`src/rtl/mrab_pkg.sv`:
```
// Package for the masked RGBA alpha blend: widths, register indexes and the divide-by-255 helper.
`default_nettype none

package mrab_pkg;

  localparam int unsigned ChanW    = 8;
  localparam int unsigned NumChan  = 4;
  localparam int unsigned ProdW    = 2 * ChanW;
  localparam int unsigned AlphaIdx = 3;

  localparam logic [ChanW-1:0] FullLevel = 8'd255;
  localparam logic [ChanW-1:0] WeightRst = 8'd128;

  // Configuration register indexes
  typedef enum logic [0:0] {
    CFG_SOURCE_WEIGHT = 1'b0,
    CFG_OVERLAY_MODE  = 1'b1
  } cfg_idx_e;

  typedef logic [ChanW-1:0] chan_t;
  typedef logic [NumChan-1:0][ChanW-1:0] pixel_t;
  typedef logic [NumChan-1:0][ProdW-1:0] prod_vec_t;

  // Divide by 255: (x + 1 + (x >> 8)) >> 8, low 8 bits kept.
  // Exact floor(x / 255) for every x up to 255 * 255.
  function automatic chan_t div255(input logic [ProdW-1:0] x);
    logic [ProdW:0] sum;
    sum = {1'b0, x} + (ProdW+1)'(1) + (ProdW+1)'(x >> ChanW);
    return sum[ProdW-1:ChanW];
  endfunction

endpackage

`default_nettype wire

```
`src/rtl/masked_rgba_alpha_blend_top.sv`:
```
// Top level of the masked RGBA alpha blend: four-stage pixel pipeline with config registers.
`default_nettype none

// Blends one source RGBA pixel onto one destination RGBA pixel under an 8-bit
// mask and gives one RGBA pixel. The block takes one pixel per clock while
// it is not stalled; four pixels can be in flight, with the output register
// as the last stage. Stage one forms the mask or alpha weight product, stage
// two reduces it and forms the second alpha product of the overlay path,
// stage three picks the channel weights and runs eight 8x8 multipliers,
// stage four divides by 255 and sums. Backpressure stalls the pipe up to its
// first empty stage; in_ready_o falls only when every stage holds a pixel
// and the output is not taken. Write source_weight and overlay_mode only while
// no pixel is in flight.
module masked_rgba_alpha_blend_top (
  input  wire logic                clk_i,
  input  wire logic                rst_ni,
  // configuration writes
  input  wire logic                cfg_we_i,
  input  wire logic [0:0]          cfg_index_i,
  input  wire logic [7:0]          cfg_data_i,
  // pixel input
  input  wire logic                in_valid_i,
  output logic                     in_ready_o,
  input  wire mrab_pkg::chan_t     src_red_i,
  input  wire mrab_pkg::chan_t     src_green_i,
  input  wire mrab_pkg::chan_t     src_blue_i,
  input  wire mrab_pkg::chan_t     src_alpha_i,
  input  wire mrab_pkg::chan_t     dst_red_i,
  input  wire mrab_pkg::chan_t     dst_green_i,
  input  wire mrab_pkg::chan_t     dst_blue_i,
  input  wire mrab_pkg::chan_t     dst_alpha_i,
  input  wire mrab_pkg::chan_t     mask_level_i,
  // pixel output
  output logic                     out_valid_o,
  input  wire logic                out_ready_i,
  output mrab_pkg::chan_t          out_red_o,
  output mrab_pkg::chan_t          out_green_o,
  output mrab_pkg::chan_t          out_blue_o,
  output mrab_pkg::chan_t          out_alpha_o
);
  import mrab_pkg::*;

  // configuration registers
  chan_t weight_q;
  logic  overlay_q;

  always_ff @(posedge clk_i or negedge rst_ni) begin
    if (!rst_ni) begin
      weight_q  <= WeightRst;
      overlay_q <= 1'b0;
    end else if (cfg_we_i) begin
      unique case (cfg_idx_e'(cfg_index_i))
        CFG_SOURCE_WEIGHT: weight_q  <= cfg_data_i;
        CFG_OVERLAY_MODE:  overlay_q <= cfg_data_i[0];
        default:           weight_q  <= weight_q;
      endcase
    end
  end

  // stage enables: a stage moves when it is empty or the next one moves
  logic v1_q, v2_q, v3_q, v4_q;
  logic en1, en2, en3, en4;

  assign en4        = !v4_q || out_ready_i;
  assign en3        = !v3_q || en4;
  assign en2        = !v2_q || en3;
  assign en1        = !v1_q || en2;
  assign in_ready_o = en1;

  always_ff @(posedge clk_i or negedge rst_ni) begin
    if (!rst_ni) begin
      v1_q <= 1'b0;
      v2_q <= 1'b0;
      v3_q <= 1'b0;
      v4_q <= 1'b0;
    end else begin
      if (en1) v1_q <= in_valid_i;
      if (en2) v2_q <= v1_q;
      if (en3) v3_q <= v2_q;
      if (en4) v4_q <= v3_q;
    end
  end

  // stage 1: weight times mask, or times source alpha for overlay at full mask
  pixel_t           src_in, dst_in;
  chan_t            mul1_sel;
  logic             m_zero_in, m_full_in;

  pixel_t           src1_q, dst1_q;
  chan_t            w1_q;
  logic             ovl1_q, m_zero1_q, m_full1_q;
  logic [ProdW-1:0] prod1_q;

  assign src_in    = {src_alpha_i, src_blue_i, src_green_i, src_red_i};
  assign dst_in    = {dst_alpha_i, dst_blue_i, dst_green_i, dst_red_i};
  assign m_zero_in = (mask_level_i == '0);
  assign m_full_in = (mask_level_i == FullLevel);
  assign mul1_sel  = (overlay_q && m_full_in) ? src_alpha_i : mask_level_i;

  always_ff @(posedge clk_i) begin
    if (en1 && in_valid_i) begin
      src1_q    <= src_in;
      dst1_q    <= dst_in;
      w1_q      <= weight_q;
      ovl1_q    <= overlay_q;
      m_zero1_q <= m_zero_in;
      m_full1_q <= m_full_in;
      prod1_q   <= weight_q * mul1_sel;
    end
  end

  // stage 2: reduce the first product, scale by source alpha where needed
  chan_t            ws1_d;
  logic             second_d;

  pixel_t           src2_q, dst2_q;
  chan_t            w2_q, ws1_q;
  logic             ovl2_q, m_zero2_q, m_full2_q, second_q;
  logic [ProdW-1:0] prod2_q;

  assign ws1_d    = div255(prod1_q);
  assign second_d = ovl1_q && !m_zero1_q && !m_full1_q
                    && (src1_q[AlphaIdx] != FullLevel);

  always_ff @(posedge clk_i) begin
    if (en2 && v1_q) begin
      src2_q    <= src1_q;
      dst2_q    <= dst1_q;
      w2_q      <= w1_q;
      ovl2_q    <= ovl1_q;
      m_zero2_q <= m_zero1_q;
      m_full2_q <= m_full1_q;
      ws1_q     <= ws1_d;
      second_q  <= second_d;
      prod2_q   <= ws1_d * src1_q[AlphaIdx];
    end
  end

  // stage 3: pick source and destination weights, multiply every channel
  chan_t     ws_c, wa_c, wb_c;
  logic      exact_c;
  prod_vec_t ps_d, pd_d;

  prod_vec_t ps3_q, pd3_q;
  logic      exact3_q;

  assign ws_c = second_q ? div255(prod2_q) : ws1_q;

  always_comb begin
    if (!ovl2_q) begin
      exact_c = m_zero2_q || m_full2_q;
      wa_c    = m_zero2_q ? '0 : (m_full2_q ? w2_q : ws_c);
      wb_c    = FullLevel - w2_q;
    end else if (m_zero2_q) begin
      // pass the destination through
      exact_c = 1'b1;
      wa_c    = '0;
      wb_c    = FullLevel;
    end else if (m_full2_q && (src2_q[AlphaIdx] == FullLevel)) begin
      exact_c = 1'b1;
      wa_c    = w2_q;
      wb_c    = FullLevel - w2_q;
    end else begin
      exact_c = 1'b0;
      wa_c    = ws_c;
      wb_c    = FullLevel - ws_c;
    end
  end

  always_comb begin
    for (int i = 0; i < NumChan; i++) begin
      ps_d[i] = wa_c * src2_q[i];
      pd_d[i] = wb_c * dst2_q[i];
    end
  end

  always_ff @(posedge clk_i) begin
    if (en3 && v2_q) begin
      ps3_q    <= ps_d;
      pd3_q    <= pd_d;
      exact3_q <= exact_c;
    end
  end

  // stage 4: divide by 255, exact over the sum or fast per term
  pixel_t res_d;
  pixel_t res_q;

  always_comb begin
    for (int i = 0; i < NumChan; i++) begin
      if (exact3_q) begin
        res_d[i] = div255(ps3_q[i] + pd3_q[i]);
      end else begin
        res_d[i] = div255(ps3_q[i]) + div255(pd3_q[i]);
      end
    end
  end

  always_ff @(posedge clk_i) begin
    if (en4 && v3_q) begin
      res_q <= res_d;
    end
  end

  assign out_valid_o = v4_q;
  assign out_red_o   = res_q[0];
  assign out_green_o = res_q[1];
  assign out_blue_o  = res_q[2];
  assign out_alpha_o = res_q[3];

endmodule

`default_nettype wire
```
`config.mk`:
```
export PLATFORM = sky130hd
export DESIGN_NAME = masked_rgba_alpha_blend_top
export DESIGN_NICKNAME = d
export VERILOG_FILES = /design/src/rtl/mrab_pkg.sv /design/src/rtl/masked_rgba_alpha_blend_top.sv
export SDC_FILE = /design/constraint.sdc
export NUM_CORES = 2
export LEC_CHECK = 0
export BUFFER_PORTS_ARGS = -buffer_cell sky130_fd_sc_hd__buf_4
export CAP_MARGIN = 20
export CORE_UTILIZATION = 51
export CTS_CLUSTER_SIZE = 28
export DETAILED_ROUTE_END_ITERATION = 8
export PLACE_DENSITY = 0.73
export SLEW_MARGIN = 20
export SYNTH_ARGS = -nofsm -noshare
export SYNTH_HDL_FRONTEND = slang
export SYNTH_SLANG_ARGS = --single-unit
```
`constraint.sdc`:
```
create_clock -name clk_i -period 6.9 [get_ports clk_i]
set_input_delay 1.38 -clock clk_i [delete_from_list [all_inputs] [get_ports clk_i]]
set_output_delay 1.38 -clock clk_i [all_outputs]
set_load 0.005 [all_outputs]
```
## Word level (Yosys, flattened, before mapping)

Cells that the tools add are included.
Widths: inputs -> output; s select.

| cells by class | value |
|---|---|
| reductions and logical operators | 23 |
| equality and inequality tests | 3 |
| multipliers | 10 |
| multiplexer cells | 17 |
| add/subtract/negate cells | 38 |
| bitwise gates (word level) | 1 |

Operators with widths:

| operator | count |
|---|---|
| $add 16x1->16 const B | 14 |
| $add 16x8->16 | 14 |
| $mul 8x8->16 | 10 |
| $mux 8 | 14 |
| $add 16x16->16 | 4 |
| $add 8x8->8 | 4 |
| $eq 8x8->1 const B | 2 |
| $sub 8x8->8 const A | 2 |
| $logic_and 1x1->1 | 9 |
| $logic_not 8->1 | 1 |
| $ne 8x8->1 const B | 1 |
| $logic_not 1->1 | 6 |
| $logic_or 1x1->1 | 5 |
| $reduce_and 2->1 | 2 |
| $mux 1 | 3 |
| $not 1->1 | 1 |

| storage, ports and cells | value |
|---|---|
| word-level logic and storage cells | 139 |
| register bits | 365 |
| bits of input ports | 86 |
| output and inout port bits | 34 |

## Longest topological paths before layout

| logic depth | value |
|---|---|
| depth in word-level cells | 8 |
| mapped depth | 28 |
| mapped depth without buffers | 27 |

## Worst setup path after synthesis

Ideal clock, no wire load.

| path | value |
|---|---|
| path type | register to register |
| from | register prod2_q[9] |
| to | register ps3_q[31] (netlist name), data pin |
| arrival time | 6073 ps |
| path buffers | 1 |
| cell stages (with the launch flop) | 27 |
| slack | 567 ps |
| library setup time | 260 ps |
| period minus slack after synthesis | 6333 ps |
| data required time | 6640 ps |
| path through | edfxtp_1 ha_1 o21a_1 o21a_1 o21ai_2 a211oi_4 o21ai_0 xor2_1 a21oi_1 mux2i_1 clkbuf_1 or2_2 fa_1 fa_1 inv_1 fa_1 inv_1 fa_1 inv_1 ha_1 a21boi_0 o21ai_0 nand2b_1 a21o_1 a41o_1 o41a_1 xnor2_1 |

RTL lines:

| what | RTL line | text |
|---|---|---|
| start: declaration | masked_rgba_alpha_blend_top.sv:119 | `logic [ProdW-1:0] prod2_q;` |
| start signal: assignment | masked_rgba_alpha_blend_top.sv:135 | `prod2_q <= ws1_d * src1_q[AlphaIdx];` |
| end signal: assignment | masked_rgba_alpha_blend_top.sv:179 | `ps3_q <= ps_d;` |
| end: declaration | masked_rgba_alpha_blend_top.sv:144 | `prod_vec_t ps3_q, pd3_q;` |

==> run metrics <==
status=finished, final reports clean; cell taking the most area after synthesis=edfxtp_1; flops & latches, synth=365; fin crit period=6.576 ns; Peak Freq=152.1 MHz; top cell type's share of synthesized area=0.2647; clk_skew=0.04643 ns; worst path required time=7.23 ns; Clk Latency, worst-skew pair=0.61 ns; Async SR Flop Fraction=0.03562; final std cells w/o fill=5185; Clock Tree Buf Depth=3; DIE AREA=79420 um2; CP Class=flip-flop to flip-flop; setup TNS=0 ns; Starting Density=0.5155; most used cell, CP=fa_1; fin nets=5109; multi-input gate area in the final layout=26820 um2; Die Ht=281.8 um; Max FO, Critical Path=10; synth warn=0; vias after detailed routing=28287; number of antenna diodes=0; DP HPWL=70770 um; CTS tree=built; Slew Viols, Final=0; Placement Cell Area=42390 um2; Avg Vias per Cell=5.456; Slowest cell on crit path=fa_1; delay-heaviest family, CP=adder cells; max incr delay on CP=0.55 ns; post-route cell area=44120 um2; Core Region=77470 um2; drt wl/cell=17.31 um; routability cong.=0.9157; root buf cell=clkbuf_16; Remaining Overflow, GRT=0; Final Hold Viols=0; hold-fix buffers at CTS=0; row cnt=102; clock transition at the registers of the reported paths=0.06 ns; vias in the first global route=28626; startpoint types=flip-flop; most frequent cells after synthesis=551 x inv_1, 546 x ha_1, 392 x nor2_1, 368 x fa_1, 352 x edfxtp_1; final period utilization=0.9531; largest cells by area after synthesis=edfxtp_1 26%, fa_1 18%, ha_1 17%; Final Util=0.5695; first-pass GRT wire length=145800 um; drt pass-1 iters=5; Die W=281.8 um; # H-tree levels=2; total CTS buffers=45; Max transition margin=0.3755; post-synthesis cell count=3977; Netlist cell types=92; final setup fails=0; initial antenna violation count=1; Post-synth EDFFs=352; largest net degree at the start of global routing=74; area grow syn2layout=10.48%; drc violations=0; worst path bufs/invs=4; Hold/Removal Path Class=flip-flop to flip-flop; GRT Total Usage=0.2303; DRT iter0 DRCs=1669; reported max-cap violation count=0; sequential area share after synthesis=0.2729; main flop type after synthesis=edfxtp_1; I/O Buffers=119; register area=10900 um2; most frequent cell after synthesis=inv_1; Syn Area/Cell=10.04 um2; Syn Nets=4977; I/O pin cnt=120; layout cells sized above 1=0.08782; total wire length=89760 um; Setup crit end kind=flip-flop; dpl cells=5095; synthesized area=39930 um2; CP arrival=6.90 ns; worst reg2reg setup slack=0.32 ns; Worst-Margin Slew=0.9368 ns; Post-DRT Antenna Nets=0; Filler Cell Count=6621; Sink Count=365
## registers in the layout, summed over array words and instances, names as in the netlist, 8 cells and up
signal	cells
pd3_q	64
out_green_o	8
ps3_q	64
w2_q	8
out_blue_o	8
prod2_q	16
ws1_q	8
weight_q	8
prod1_q	16
w1_q	8
out_alpha_o	8
src1_q	32
out_red_o	8
dst1_q	32
dst2_q	32
src2_q	32
## routing by layer
layer,track usage,vias up,part of all wire
li1,-,13571,-
met1,0.3099,13813,0.45
met2,0.3872,748,0.47
met3,0.02751,155,0.056
met4,0.07163,0,0.029
met5,0,-,0
## path summary, 6_finish.rpt
path / from / endpoint / cells past startpoint
worst max-delay path: prod2_q[9]$_DFFE_PP_ / ps3_q[63]$_DFFE_PP_ / 26
worst min register to register: dst1_q[12]$_DFFE_PP_ / dst2_q[12]$_DFFE_PP_ / 0
max in group asynchronous: rst_ni / weight_q[7]$_DFFE_PN1P_ / 1
min in group asynchronous: rst_ni / v1_q$_DFFE_PN0N_ / 1
worst min-delay path: dst1_q[12]$_DFFE_PP_ / dst2_q[12]$_DFFE_PP_ / 0
worst max register to register: prod2_q[9]$_DFFE_PP_ / ps3_q[63]$_DFFE_PP_ / 26
## cell usage in the layout, fill, tap and decap left out, types with 10 or more instances in the layout
cell type	Yosys	final
a211oi_1	14	14
a21boi_0	15	13
a21o_1	59	59
a21oi_1	126	121
and2_1	293	290
and3_1	18	18
buf_12	0	10
buf_4	0	167
clkbuf_16	0	47
dfrtp_1	12	12
edfxtp_1	352	352
fa_1	368	368
ha_1	546	546
inv_1	551	551
mux2_2	10	10
nand2_1	219	219
nand2b_1	63	63
nand3_1	61	61
nand4_1	23	23
nor2_1	392	391
nor2b_1	35	34
nor3_1	44	44
o2111ai_1	18	18
o211ai_1	12	12
o21a_1	54	54
o21ai_0	93	88
o21ai_1	10	14
o41a_1	15	15
or2_1	17	17
or2_2	37	37
or3_1	11	11
xnor2_1	185	185
xor2_1	79	79
## layout make-up
type                       instances  area share
multi-input combinational       2967      0.6078
inverter                         551     0.04688
clock inverter                    33    0.008423
clock buffer                      50     0.02691
tap                             1040     0.02950
sequential                       365      0.2470
timing repair buffer             179     0.03347
## cell families (layout without fill, tap and decap cells)
logic type,Yosys count,after routing,synth area share
simple gates,1248,1248,0.1568
mux,22,24,0.005828
flops,365,365,0.2729
xor+xnor,266,266,0.05888
fa+ha+maj,914,914,0.3556
compound gates,515,515,0.08905
buf+inv,647,813,0.06104
## worst reg2reg max path: stages, from the launching register on
cell	delay, ns
edfxtp_1	0.39
ha_1	0.29
o21a_1	0.11
o21a_1	0.13
o21ai_2	0.08
a211oi_4	0.35
o2111ai_1	0.20
xor2_1	0.20
a21oi_4	0.24
mux2i_4	0.11
buf_12	0.17
or2_2	0.31
fa_1	0.47
fa_1	0.55
inv_1	0.05
fa_1	0.47
inv_1	0.05
fa_1	0.47
inv_1	0.04
ha_1	0.29
a21boi_0	0.15
o21ai_0	0.17
nand2b_1	0.11
a21o_1	0.20
a41o_1	0.25
o41a_1	0.32
xnor2_1	0.14
## timing repair
| item | in CTS | in global routing |
|---|---|---|
| setup buffers | 0 | 5 |
| endpoints found under the setup margin | 0 | 22 |
| resized for setup | 0 | 22 |
## stage by stage
step	setup WS [ns]	hold WS, ns
6_report	0.3238	0.4166
5_1_grt	-0.01602	0.4223
4_1_cts	0.1207	0.4173
3_5_place_dp	0.1503	0.4045
3_3_place_gp	0.2977	0.4003
2_1_floorplan	0.5673	0.4003
Power is not shown: default switching activity piles up to over one toggle a cycle in this logic, so the estimate is an artifact.
